===== config.mk =====
export PLATFORM = sky130hd
export DESIGN_NAME = udp_ipv4_frame_builder_flat
export DESIGN_NICKNAME = d
export VERILOG_FILES = /design/src/hdl/fmb_pkg.sv /design/src/hdl/fmb_in_if.sv /design/src/hdl/fmb_out_if.sv /design/src/hdl/fmb_cfg_if.sv /design/src/hdl/fmb_cfg.sv /design/src/hdl/fmb_front.sv /design/src/hdl/fmb_queue.sv /design/src/hdl/fmb_back.sv /design/src/hdl/udp_ipv4_frame_builder.sv /design/src/flat_wrapper.sv
export SDC_FILE = /design/constraint.sdc
export NUM_CORES = 1
export LEC_CHECK = 0
export ABC_AREA = 0
export BUFFER_PORTS_ARGS = -buffer_cell sky130_fd_sc_hd__buf_4
export CAP_MARGIN = 20
export CORE_ASPECT_RATIO = 0.75
export CORE_MARGIN = 4
export CORE_UTILIZATION = 24
export CTS_BUF_LIST = sky130_fd_sc_hd__clkbuf_8 sky130_fd_sc_hd__clkbuf_16
export CTS_CLUSTER_SIZE = 16
export DETAILED_ROUTE_END_ITERATION = 12
export PLACE_DENSITY = 0.48
export SLEW_MARGIN = 25
export SYNTH_ARGS = -nofsm -noshare
export SYNTH_HDL_FRONTEND = slang
export SYNTH_HIERARCHICAL = 1
export SYNTH_SLANG_ARGS = --single-unit

===== constraint.sdc =====
create_clock -name clk -period 8.1 [get_ports clk]
set_input_delay 1.62 -clock clk [delete_from_list [all_inputs] [get_ports clk]]
set_output_delay 1.62 -clock clk [all_outputs]
set_load 0.03 [all_outputs]

===== src/hdl/fmb_pkg.sv =====
// ----------------------------------------------------------------------------
// fmb_pkg: shared types and constants of the UDP/IPv4 frame builder
// Field widths, header constants, register indexes and the command word that
// travels from the front end to the byte emitter.
// ----------------------------------------------------------------------------
`default_nettype none

package fmb_pkg;

  // Field widths
  localparam int LEN_W      = 11;
  localparam int BYTE_W     = 8;
  localparam int MAC_W      = 48;
  localparam int IP_W       = 32;
  localparam int PORT_W     = 16;
  localparam int CFG_IDX_W  = 3;
  localparam int CFG_DATA_W = 48;

  // Default payload limit
  localparam int MAX_PAYLOAD_DEF = 1476;

  // Header layout
  localparam int HDR_BYTES = 42;
  localparam int HDR_IDX_W = $clog2(HDR_BYTES);
  localparam logic [HDR_IDX_W-1:0] HDR_LAST_IDX = HDR_IDX_W'(HDR_BYTES - 1);

  // Header constants
  localparam logic [7:0]  ETH_TYPE_HI    = 8'h08;
  localparam logic [7:0]  IP_VER_IHL     = 8'h45;
  localparam logic [7:0]  IP_TTL         = 8'd5;
  localparam logic [7:0]  IP_PROTO_UDP   = 8'd17;
  localparam logic [15:0] IP_WORD0       = {IP_VER_IHL, 8'h00};
  localparam logic [15:0] IP_WORD_TTL    = {IP_TTL, IP_PROTO_UDP};
  localparam logic [15:0] IP_UDP_OVERHD  = 16'd28;
  localparam logic [15:0] UDP_HDR_LEN    = 16'd8;
  localparam logic [7:0]  SRC_PORT_OFFS  = 8'd100;

  // Checksum accumulator: nine 16-bit words fit in 20 bits
  localparam int CSUM_ACC_W = 20;

  // Configuration register indexes
  localparam logic [CFG_IDX_W-1:0] REG_DEST_MAC = 3'd0;
  localparam logic [CFG_IDX_W-1:0] REG_SRC_MAC  = 3'd1;
  localparam logic [CFG_IDX_W-1:0] REG_SRC_IP   = 3'd2;
  localparam logic [CFG_IDX_W-1:0] REG_DST_IP   = 3'd3;
  localparam logic [CFG_IDX_W-1:0] REG_DST_PORT = 3'd4;

  // Input action codes
  localparam logic ACT_START   = 1'b0;
  localparam logic ACT_PAYLOAD = 1'b1;

  // Command kinds
  typedef logic [1:0] cmd_kind_t;
  localparam cmd_kind_t CMD_ERR  = 2'd0;
  localparam cmd_kind_t CMD_HDR  = 2'd1;
  localparam cmd_kind_t CMD_DATA = 2'd2;

  // Command queue depth
  localparam int QUEUE_DEPTH = 2;

  typedef struct packed {
    cmd_kind_t          kind;
    logic [LEN_W-1:0]   len;
    logic [BYTE_W-1:0]  data;
    logic               last;
  } cmd_t;

  typedef struct packed {
    logic [MAC_W-1:0]  dest_mac;
    logic [MAC_W-1:0]  src_mac;
    logic [IP_W-1:0]   src_ip;
    logic [IP_W-1:0]   dst_ip;
    logic [PORT_W-1:0] dst_port;
  } cfg_regs_t;

endpackage

`default_nettype wire


===== src/hdl/fmb_in_if.sv =====
// ----------------------------------------------------------------------------
// fmb_in_if: input item channel
// Start and payload items with valid/ready handshake.
// ----------------------------------------------------------------------------
`default_nettype none

interface fmb_in_if;
  logic                        valid;
  logic                        ready;
  logic                        action;
  logic [fmb_pkg::LEN_W-1:0]   payload_length;
  logic [fmb_pkg::BYTE_W-1:0]  data_byte;

  modport source (output valid, action, payload_length, data_byte, input ready);
  modport sink   (input valid, action, payload_length, data_byte, output ready);
endinterface

`default_nettype wire


===== src/hdl/fmb_out_if.sv =====
// ----------------------------------------------------------------------------
// fmb_out_if: frame byte channel
// One frame byte per transaction, with last and error flags.
// ----------------------------------------------------------------------------
`default_nettype none

interface fmb_out_if;
  logic                        valid;
  logic                        ready;
  logic [fmb_pkg::BYTE_W-1:0]  frame_byte;
  logic                        last;
  logic                        error;

  modport source (output valid, frame_byte, last, error, input ready);
  modport sink   (input valid, frame_byte, last, error, output ready);
endinterface

`default_nettype wire


===== src/hdl/fmb_cfg_if.sv =====
// ----------------------------------------------------------------------------
// fmb_cfg_if: configuration write channel
// Register index and write data with valid/ready handshake.
// ----------------------------------------------------------------------------
`default_nettype none

interface fmb_cfg_if;
  logic                            valid;
  logic                            ready;
  logic [fmb_pkg::CFG_IDX_W-1:0]   index;
  logic [fmb_pkg::CFG_DATA_W-1:0]  data;

  modport source (output valid, index, data, input ready);
  modport sink   (input valid, index, data, output ready);
endinterface

`default_nettype wire


===== src/hdl/fmb_cfg.sv =====
// ----------------------------------------------------------------------------
// fmb_cfg: configuration register file
// Holds MAC, IP and port settings; indexes beyond the list are ignored.
// ----------------------------------------------------------------------------
`default_nettype none

module fmb_cfg (
  input  wire                 clk,
  input  wire                 rst,
  fmb_cfg_if.sink             cfg,
  output fmb_pkg::cfg_regs_t  regs
);

  fmb_pkg::cfg_regs_t regs_q;
  logic               wr;

  assign cfg.ready = 1'b1;
  assign wr        = cfg.valid && cfg.ready;
  assign regs      = regs_q;

  // Register writes
  always_ff @(posedge clk) begin
    if (rst) begin
      regs_q <= '0;
    end else if (wr) begin
      unique case (cfg.index)
        fmb_pkg::REG_DEST_MAC: regs_q.dest_mac <= cfg.data[fmb_pkg::MAC_W-1:0];
        fmb_pkg::REG_SRC_MAC:  regs_q.src_mac  <= cfg.data[fmb_pkg::MAC_W-1:0];
        fmb_pkg::REG_SRC_IP:   regs_q.src_ip   <= cfg.data[fmb_pkg::IP_W-1:0];
        fmb_pkg::REG_DST_IP:   regs_q.dst_ip   <= cfg.data[fmb_pkg::IP_W-1:0];
        fmb_pkg::REG_DST_PORT: regs_q.dst_port <= cfg.data[fmb_pkg::PORT_W-1:0];
        default: ;
      endcase
    end
  end

endmodule

`default_nettype wire


===== src/hdl/fmb_front.sv =====
// ----------------------------------------------------------------------------
// fmb_front: item classifier
// Accepts input items, checks them against the open frame and turns each
// into one command: header burst, payload byte or error.
// ----------------------------------------------------------------------------
`default_nettype none

module fmb_front #(
  parameter int MAX_PAYLOAD = fmb_pkg::MAX_PAYLOAD_DEF
) (
  input  wire                 clk,
  input  wire                 rst,
  fmb_in_if.sink              item,
  input  wire                 queue_full,
  output logic                push,
  output fmb_pkg::cmd_t       push_cmd
);

  localparam logic [fmb_pkg::LEN_W-1:0] MaxLen = fmb_pkg::LEN_W'(MAX_PAYLOAD);

  logic [fmb_pkg::LEN_W-1:0] bytes_remaining;
  logic [fmb_pkg::LEN_W-1:0] bytes_remaining_next;

  assign item.ready = !queue_full;
  assign push       = item.valid && item.ready;

  // Classify the item
  always_comb begin
    push_cmd             = '0;
    bytes_remaining_next = bytes_remaining;
    push_cmd.kind        = fmb_pkg::CMD_ERR;
    if (item.action == fmb_pkg::ACT_PAYLOAD) begin
      if (bytes_remaining != '0) begin
        push_cmd.kind        = fmb_pkg::CMD_DATA;
        push_cmd.data        = item.data_byte;
        push_cmd.last        = (bytes_remaining == fmb_pkg::LEN_W'(1));
        bytes_remaining_next = bytes_remaining - fmb_pkg::LEN_W'(1);
      end
    end else begin
      if (item.payload_length != '0 && item.payload_length <= MaxLen) begin
        push_cmd.kind        = fmb_pkg::CMD_HDR;
        push_cmd.len         = item.payload_length;
        bytes_remaining_next = item.payload_length;
      end
    end
  end

  // Open frame tracking
  always_ff @(posedge clk) begin
    if (rst) begin
      bytes_remaining <= '0;
    end else if (push) begin
      bytes_remaining <= bytes_remaining_next;
    end
  end

endmodule

`default_nettype wire


===== src/hdl/fmb_queue.sv =====
// ----------------------------------------------------------------------------
// fmb_queue: command queue
// Short FIFO between the classifier and the byte emitter.
// ----------------------------------------------------------------------------
`default_nettype none

module fmb_queue (
  input  wire                 clk,
  input  wire                 rst,
  input  wire                 push,
  input  wire fmb_pkg::cmd_t  push_cmd,
  output logic                full,
  input  wire                 pop,
  output fmb_pkg::cmd_t       head,
  output logic                empty
);

  localparam int PtrW = $clog2(fmb_pkg::QUEUE_DEPTH);
  localparam int CntW = $clog2(fmb_pkg::QUEUE_DEPTH + 1);

  fmb_pkg::cmd_t   entries [fmb_pkg::QUEUE_DEPTH];
  logic [PtrW-1:0] wr_ptr;
  logic [PtrW-1:0] rd_ptr;
  logic [CntW-1:0] count;

  assign full  = (count == CntW'(fmb_pkg::QUEUE_DEPTH));
  assign empty = (count == '0);
  assign head  = entries[rd_ptr];

  // Storage
  always_ff @(posedge clk) begin
    if (push) begin
      entries[wr_ptr] <= push_cmd;
    end
  end

  // Pointers and fill count
  always_ff @(posedge clk) begin
    if (rst) begin
      wr_ptr <= '0;
      rd_ptr <= '0;
      count  <= '0;
    end else begin
      if (push) begin
        wr_ptr <= (wr_ptr == PtrW'(fmb_pkg::QUEUE_DEPTH - 1)) ? '0 : wr_ptr + PtrW'(1);
      end
      if (pop) begin
        rd_ptr <= (rd_ptr == PtrW'(fmb_pkg::QUEUE_DEPTH - 1)) ? '0 : rd_ptr + PtrW'(1);
      end
      if (push && !pop) begin
        count <= count + CntW'(1);
      end else if (pop && !push) begin
        count <= count - CntW'(1);
      end
    end
  end

endmodule

`default_nettype wire


===== src/hdl/fmb_back.sv =====
// ----------------------------------------------------------------------------
// fmb_back: byte emitter
// Carries out queued commands: a header burst of 42 bytes with the IPv4
// checksum accumulated on the way, a payload byte, or an error result.
// ----------------------------------------------------------------------------
`default_nettype none

module fmb_back (
  input  wire                      clk,
  input  wire                      rst,
  input  wire fmb_pkg::cfg_regs_t  regs,
  input  wire fmb_pkg::cmd_t       head,
  input  wire                      empty,
  output logic                     pop,
  fmb_out_if.source                result
);

  localparam int AccW = fmb_pkg::CSUM_ACC_W;

  logic [fmb_pkg::HDR_IDX_W-1:0] idx;
  logic [AccW-1:0]               acc;
  logic [AccW-1:0]               acc_next;
  logic                          out_valid;
  logic [7:0]                    out_byte;
  logic                          out_last;
  logic                          out_error;
  logic                          advance;
  logic                          fire;
  logic                          is_hdr;
  logic [15:0]                   ip_len;
  logic [15:0]                   udp_len;
  logic [15:0]                   csum;
  logic [15:0]                   csum_word;
  logic [7:0]                    port_hi;
  logic [7:0]                    port_lo;
  logic [7:0]                    hdr_byte;

  assign advance = !out_valid || result.ready;
  assign fire    = advance && !empty;
  assign is_hdr  = (head.kind == fmb_pkg::CMD_HDR);
  assign pop     = fire && (!is_hdr || idx == fmb_pkg::HDR_LAST_IDX);

  assign ip_len  = fmb_pkg::IP_UDP_OVERHD + 16'(head.len);
  assign udp_len = fmb_pkg::UDP_HDR_LEN + 16'(head.len);
  assign csum    = ~acc[15:0];
  assign port_hi = regs.dst_port[15:8];
  assign port_lo = regs.dst_port[7:0];

  // Checksum word for the current header step
  always_comb begin
    unique case (idx)
      fmb_pkg::HDR_IDX_W'(0): csum_word = fmb_pkg::IP_WORD0;
      fmb_pkg::HDR_IDX_W'(1): csum_word = ip_len;
      fmb_pkg::HDR_IDX_W'(4): csum_word = fmb_pkg::IP_WORD_TTL;
      fmb_pkg::HDR_IDX_W'(5): csum_word = regs.src_ip[31:16];
      fmb_pkg::HDR_IDX_W'(6): csum_word = regs.src_ip[15:0];
      fmb_pkg::HDR_IDX_W'(7): csum_word = regs.dst_ip[31:16];
      fmb_pkg::HDR_IDX_W'(8): csum_word = regs.dst_ip[15:0];
      default:                csum_word = 16'h0000;
    endcase
  end

  // Accumulate words during the first header steps, then fold carries twice
  always_comb begin
    acc_next = acc;
    if (idx == '0) begin
      acc_next = AccW'(csum_word);
    end else if (idx < fmb_pkg::HDR_IDX_W'(9)) begin
      acc_next = acc + AccW'(csum_word);
    end else if (idx < fmb_pkg::HDR_IDX_W'(11)) begin
      acc_next = AccW'(acc[15:0]) + AccW'(acc[AccW-1:16]);
    end
  end

  // Header byte in wire order
  always_comb begin
    unique case (idx)
      fmb_pkg::HDR_IDX_W'(0):  hdr_byte = regs.dest_mac[47:40];
      fmb_pkg::HDR_IDX_W'(1):  hdr_byte = regs.dest_mac[39:32];
      fmb_pkg::HDR_IDX_W'(2):  hdr_byte = regs.dest_mac[31:24];
      fmb_pkg::HDR_IDX_W'(3):  hdr_byte = regs.dest_mac[23:16];
      fmb_pkg::HDR_IDX_W'(4):  hdr_byte = regs.dest_mac[15:8];
      fmb_pkg::HDR_IDX_W'(5):  hdr_byte = regs.dest_mac[7:0];
      fmb_pkg::HDR_IDX_W'(6):  hdr_byte = regs.src_mac[47:40];
      fmb_pkg::HDR_IDX_W'(7):  hdr_byte = regs.src_mac[39:32];
      fmb_pkg::HDR_IDX_W'(8):  hdr_byte = regs.src_mac[31:24];
      fmb_pkg::HDR_IDX_W'(9):  hdr_byte = regs.src_mac[23:16];
      fmb_pkg::HDR_IDX_W'(10): hdr_byte = regs.src_mac[15:8];
      fmb_pkg::HDR_IDX_W'(11): hdr_byte = regs.src_mac[7:0];
      fmb_pkg::HDR_IDX_W'(12): hdr_byte = fmb_pkg::ETH_TYPE_HI;
      fmb_pkg::HDR_IDX_W'(14): hdr_byte = fmb_pkg::IP_VER_IHL;
      fmb_pkg::HDR_IDX_W'(16): hdr_byte = ip_len[15:8];
      fmb_pkg::HDR_IDX_W'(17): hdr_byte = ip_len[7:0];
      fmb_pkg::HDR_IDX_W'(22): hdr_byte = fmb_pkg::IP_TTL;
      fmb_pkg::HDR_IDX_W'(23): hdr_byte = fmb_pkg::IP_PROTO_UDP;
      fmb_pkg::HDR_IDX_W'(24): hdr_byte = csum[15:8];
      fmb_pkg::HDR_IDX_W'(25): hdr_byte = csum[7:0];
      fmb_pkg::HDR_IDX_W'(26): hdr_byte = regs.src_ip[31:24];
      fmb_pkg::HDR_IDX_W'(27): hdr_byte = regs.src_ip[23:16];
      fmb_pkg::HDR_IDX_W'(28): hdr_byte = regs.src_ip[15:8];
      fmb_pkg::HDR_IDX_W'(29): hdr_byte = regs.src_ip[7:0];
      fmb_pkg::HDR_IDX_W'(30): hdr_byte = regs.dst_ip[31:24];
      fmb_pkg::HDR_IDX_W'(31): hdr_byte = regs.dst_ip[23:16];
      fmb_pkg::HDR_IDX_W'(32): hdr_byte = regs.dst_ip[15:8];
      fmb_pkg::HDR_IDX_W'(33): hdr_byte = regs.dst_ip[7:0];
      fmb_pkg::HDR_IDX_W'(34): hdr_byte = port_hi - fmb_pkg::SRC_PORT_OFFS;
      fmb_pkg::HDR_IDX_W'(35): hdr_byte = port_lo;
      fmb_pkg::HDR_IDX_W'(36): hdr_byte = port_hi;
      fmb_pkg::HDR_IDX_W'(37): hdr_byte = port_lo;
      fmb_pkg::HDR_IDX_W'(38): hdr_byte = udp_len[15:8];
      fmb_pkg::HDR_IDX_W'(39): hdr_byte = udp_len[7:0];
      default:                 hdr_byte = 8'h00;
    endcase
  end

  // Header step counter and checksum accumulator
  always_ff @(posedge clk) begin
    if (rst) begin
      idx <= '0;
    end else if (fire && is_hdr) begin
      idx <= (idx == fmb_pkg::HDR_LAST_IDX) ? '0 : idx + fmb_pkg::HDR_IDX_W'(1);
    end
  end

  always_ff @(posedge clk) begin
    if (fire && is_hdr) begin
      acc <= acc_next;
    end
  end

  // Output register
  always_ff @(posedge clk) begin
    if (rst) begin
      out_valid <= 1'b0;
    end else if (advance) begin
      out_valid <= !empty;
    end
  end

  always_ff @(posedge clk) begin
    if (fire) begin
      out_last  <= 1'b0;
      out_error <= 1'b0;
      out_byte  <= 8'h00;
      case (head.kind)
        fmb_pkg::CMD_HDR: begin
          out_byte <= hdr_byte;
        end
        fmb_pkg::CMD_DATA: begin
          out_byte <= head.data;
          out_last <= head.last;
        end
        default: begin
          out_error <= 1'b1;
        end
      endcase
    end
  end

  assign result.valid      = out_valid;
  assign result.frame_byte = out_byte;
  assign result.last       = out_last;
  assign result.error      = out_error;

endmodule

`default_nettype wire


===== src/hdl/udp_ipv4_frame_builder.sv =====
// ----------------------------------------------------------------------------
// udp_ipv4_frame_builder: Ethernet II / IPv4 / UDP transmit framer
// Turns start and payload items into a byte stream of framed packets.
// ----------------------------------------------------------------------------
// Usage:
//   item   - input channel. A start transaction (action 0) with a valid length
//            produces the 42 header bytes; each payload transaction (action 1)
//            produces one byte, the final one flagged last. Bad lengths and
//            payload bytes with no open frame give a single error byte.
//   result - one frame byte per transaction, with last and error flags.
//   cfg    - register writes (MAC, IP, port), to be issued only while no
//            transaction is in flight; always ready.
// Path: an accepted item is first written into the command queue, and its first result
//   then passes through the output register before it is on the port.
// Throughput: one payload byte per cycle while the receiver does not stall; a start
//   occupies the emitter for all 42 header bytes, while the two-entry command queue
//   keeps accepting items until it fills.
// Reset: the configuration registers clear to zero, no frame is open and the queue empties.
// When the receiver stalls, the output register holds its byte, the emitter
//   pauses and the queue backs up into item.ready.
// ----------------------------------------------------------------------------
`default_nettype none

module udp_ipv4_frame_builder #(
  parameter int MAX_PAYLOAD = fmb_pkg::MAX_PAYLOAD_DEF
) (
  input  wire        clk,
  input  wire        rst,
  fmb_in_if.sink     item,
  fmb_out_if.source  result,
  fmb_cfg_if.sink    cfg
);

  fmb_pkg::cfg_regs_t regs;
  fmb_pkg::cmd_t      push_cmd;
  fmb_pkg::cmd_t      head;
  logic               push;
  logic               pop;
  logic               full;
  logic               empty;

  fmb_cfg u_cfg (
    .clk  (clk),
    .rst  (rst),
    .cfg  (cfg),
    .regs (regs)
  );

  fmb_front #(
    .MAX_PAYLOAD (MAX_PAYLOAD)
  ) u_front (
    .clk        (clk),
    .rst        (rst),
    .item       (item),
    .queue_full (full),
    .push       (push),
    .push_cmd   (push_cmd)
  );

  fmb_queue u_queue (
    .clk      (clk),
    .rst      (rst),
    .push     (push),
    .push_cmd (push_cmd),
    .full     (full),
    .pop      (pop),
    .head     (head),
    .empty    (empty)
  );

  fmb_back u_back (
    .clk    (clk),
    .rst    (rst),
    .regs   (regs),
    .head   (head),
    .empty  (empty),
    .pop    (pop),
    .result (result)
  );

endmodule

`default_nettype wire


===== src/flat_wrapper.sv =====
// flat-port wrapper written by rule: the top's interface ports become plain ports
module udp_ipv4_frame_builder_flat 
#(
  parameter int MAX_PAYLOAD = fmb_pkg::MAX_PAYLOAD_DEF
)
  (clk, rst, item_valid, item_action, item_payload_length, item_data_byte, item_ready, result_valid, result_frame_byte, result_last, result_error, result_ready, cfg_valid, cfg_index, cfg_data, cfg_ready);
  fmb_in_if item_i ();
  fmb_out_if result_i ();
  fmb_cfg_if cfg_i ();
  input  wire clk;
  input  wire rst;
  input wire logic [$bits(item_i.valid)-1:0] item_valid;
  input wire logic [$bits(item_i.action)-1:0] item_action;
  input wire logic [$bits(item_i.payload_length)-1:0] item_payload_length;
  input wire logic [$bits(item_i.data_byte)-1:0] item_data_byte;
  output wire logic [$bits(item_i.ready)-1:0] item_ready;
  output wire logic [$bits(result_i.valid)-1:0] result_valid;
  output wire logic [$bits(result_i.frame_byte)-1:0] result_frame_byte;
  output wire logic [$bits(result_i.last)-1:0] result_last;
  output wire logic [$bits(result_i.error)-1:0] result_error;
  input wire logic [$bits(result_i.ready)-1:0] result_ready;
  input wire logic [$bits(cfg_i.valid)-1:0] cfg_valid;
  input wire logic [$bits(cfg_i.index)-1:0] cfg_index;
  input wire logic [$bits(cfg_i.data)-1:0] cfg_data;
  output wire logic [$bits(cfg_i.ready)-1:0] cfg_ready;
  assign item_i.valid = item_valid;
  assign item_i.action = item_action;
  assign item_i.payload_length = item_payload_length;
  assign item_i.data_byte = item_data_byte;
  assign item_ready = item_i.ready;
  assign result_valid = result_i.valid;
  assign result_frame_byte = result_i.frame_byte;
  assign result_last = result_i.last;
  assign result_error = result_i.error;
  assign result_i.ready = result_ready;
  assign cfg_i.valid = cfg_valid;
  assign cfg_i.index = cfg_index;
  assign cfg_i.data = cfg_data;
  assign cfg_ready = cfg_i.ready;
  udp_ipv4_frame_builder #(.MAX_PAYLOAD(MAX_PAYLOAD)) u_core (.clk(clk), .rst(rst), .item(item_i), .result(result_i), .cfg(cfg_i));
endmodule

==> flow_metrics.tcl <==
set metrics [dict create \
    hold_viol_final 0 \
    netlist_top_cells_area "dfxtp_1, edfxtp_1, mux2i_1, nand2b_1, a22oi_1" \
    synth_edf_count 74 \
    max_freq_mhz 204 \
    vias 12853 \
    avgSynthCellArea_um2 9.76 \
    routed_wl_mm 63.3 \
    yosysMostFrequentCell "nand2b_1" \
    cts_resized 0 \
    yosys.area.top_type_share_pct 25.9 \
    grt.total_usage_pct 17.9 \
    drc 0 \
    fin_nets 1730 \
    grt_use_met3_pct 5.59 \
    place_area_um2 16900 \
    dieArea_um2 68300 \
    antenna_found_initial 0 \
    ys_seq_area_share_pct 40.3 \
    antenna_left 0 \
    slew_violations 0 \
    vdd_drop_max_mv 0.142 \
    initial_utilization_pct 24.2 \
    ys_types 96 \
    setup_tns_ns 0 \
    arrival_ns 5.22 \
    clock-sinks 273 \
    tritoncts "done" \
    clk_latency_ns 0.58 \
    clk_pin_slew_ns 0.06 \
    cts_buffers 29 \
    hpwl_mm 47.9 \
    cts_setup_buffers 0 \
    endpoint_kind "register" \
    gp_congestion 0.986 \
    synthArstFlopShare_pct 0 \
    grt_pass1_wl_mm 89.7 \
    critPathKind "register to register" \
    placement.io_buffers 87 \
    stdcell_count 2502 \
    busiest_layer "met1" \
    dpl.cell_count 2447 \
    yosysWarningCount 6 \
    period_minus_slack_ns 4.90 \
    drv_cap 0 \
    h-tree-depth 1 \
    final_layout_size_suffix_gt1_share_pct 13.7 \
    worst-endpoint-required_ns 8.42 \
    num_rows 80 \
    synth_cells 1578 \
    fin_area_um2 17900 \
    syn_to_final_growth_pct 16.0 \
    ios 89 \
    first_pass_iters 5 \
    use_met1_pct 27.5 \
    synth_seq_cells 273 \
    cts_root_buf "clkbuf_16" \
    die_w_um 300 \
    setup_slack_ns 3.20 \
    use_met2_pct 24.2 \
    syn_area_um2 15400 \
    grt_pass1_vias 12044 \
    fillers 6698 \
    routed_via_density 5.14 \
    p_leak_nw 6.93 \
    synth_largest_area_cell "dfxtp_1" \
    fin_skew_ns 0.0198 \
    syn-num-nets 1691 \
    hold_path_class "register to register" \
    drtIter0Drc 1487 \
    cp-start-kind "register" \
    cts_buffer_depth 3 \
    worst_pin_slew_ns 1.09 \
    grt-ovfl-total 0 \
    critPathMaxFanout 22 \
    synth_commonest_cells "nand2b_1, dfxtp_1, mux2i_1, nand2_1, edfxtp_1" \
    pre_cts_ws_ns 3.07 \
    wl_per_cell_um 25.3 \
    run_status "completed" \
    finalCritPeriodShare_pct 60.5 \
    rsz0062_at_grt "false" \
    grt_max_degree 103 \
    synth_flop_cell "dfxtp_1" \
    cts_hold_buf 0 \
    coreArea_um2 63600 \
    die_height_um 227 \
    p_per_area_nw_per_um2 240 \
    slew-limit-headroom_pct 27.2 \
    finalSetupViolCount 0 \
]
==> critical path, stage by stage (launching register included) <==
cell and delay, ns:
dfxtp_1 0.55, nor4b_4 0.82, and2_1 0.92, a22oi_1 0.21, nand3_1 0.20, ha_1 0.26, a21oi_1 0.27, o2111ai_1 0.30
a211oi_1 0.59, o21a_1 0.25, o21ai_0 0.12, mux2i_1 0.14
==> kinds of logic (layout without fill, tap and decap cells) <==
family / count (synthesis) / count (layout) / share of synthesized area [%]
compound gates: 293 / 293 / 14.0
xor+xnor: 43 / 43 / 2.45
fa+ha+maj: 38 / 38 / 3.17
buf+inv: 131 / 192 / 4.05
flops: 273 / 273 / 40.3
mux: 204 / 204 / 13.4
other cells: 1 / 3 / 0.0244
simple gates: 595 / 595 / 22.6
==> cell usage in the layout, fill, tap and decap left out, types with 35 or more instances in the layout <==
cell type / count
a22oi_1: 72
nor2_1: 58
nand2_1: 85
mux2i_1: 182
buf_4: 108
nand3_1: 38
nand2b_1: 237
ha_1: 35
and2_1: 37
a21oi_1: 42
o21ai_0: 37
edfxtp_1: 74
dfxtp_1: 199
==> stage by stage <==
step	hold slack [ns]	utilization [%]	total power, mW
4_1_cts	0.484	28.1	4.30
3_5_place_dp	0.463	26.5	2.88
5_1_grt	0.498	28.1	4.47
2_1_floorplan	0.444	-	2.44
3_3_place_gp	0.462	26.5	2.88
6_report	0.481	28.1	4.28
==> path summary, 6_finish.rpt <==
kind	startpoint	to	slack [ns]	depth (start not counted)
max	u_core/u_back/idx[5]	u_core/u_back/acc[19]	3.20	11
min reg2reg	u_core/u_cfg/regs[136]	u_core/u_cfg/regs[136]	0.48	2
min	u_core/u_cfg/regs[136]	u_core/u_cfg/regs[136]	0.48	2
max reg2reg	u_core/u_back/idx[5]	u_core/u_back/acc[19]	3.20	11
==> state kept, by name, summed over array words and instances (netlist names), named ones only <==
name and count:
u_core/u_front/bytes_remaining 11, u_core/u_cfg/regs 176, u_core/u_back/result.frame_byte 8, u_core/u_queue/wr_ptr 1
u_core/u_back/result.error 1, u_core/u_back/acc 20, u_core/u_queue/count 2, u_core/u_back/idx 6
u_core/u_queue/rd_ptr 1, u_core/u_back/result.valid 1, u_core/u_queue/entries 44, u_core/u_back/result.last 1
==> layout make-up <==
type	count	area, µm²	share of cell area [%]
Sequential cell	273	6210	34.8
Clock inverter	20	198	1.11
Multi-Input combinational cell	1174	8640	48.4
Timing Repair Buffer	109	822	4.60
Tap cell	861	1080	6.03
Antenna cell	2	5.00	0.0280
Clock buffer	33	792	4.44
Inverter	30	113	0.631
==> metal layers <==
layer	share of wire [%]	wire length (µm)
met5	0	0
met2	39	24500
met1	50	31400
met4	2.2	1370
met3	9.5	6040
==> report_power, final <==
part | switching, mW | internal, mW | leakage, nW
Combinational | 0.760 | 0.441 | 4.12
Sequential | 0.105 | 1.56 | 2.31
Clock | 0.609 | 0.799 | 0.498
Total | 1.47 | 2.80 | 6.93
Note: power is estimated with default switching activity, not from simulation.
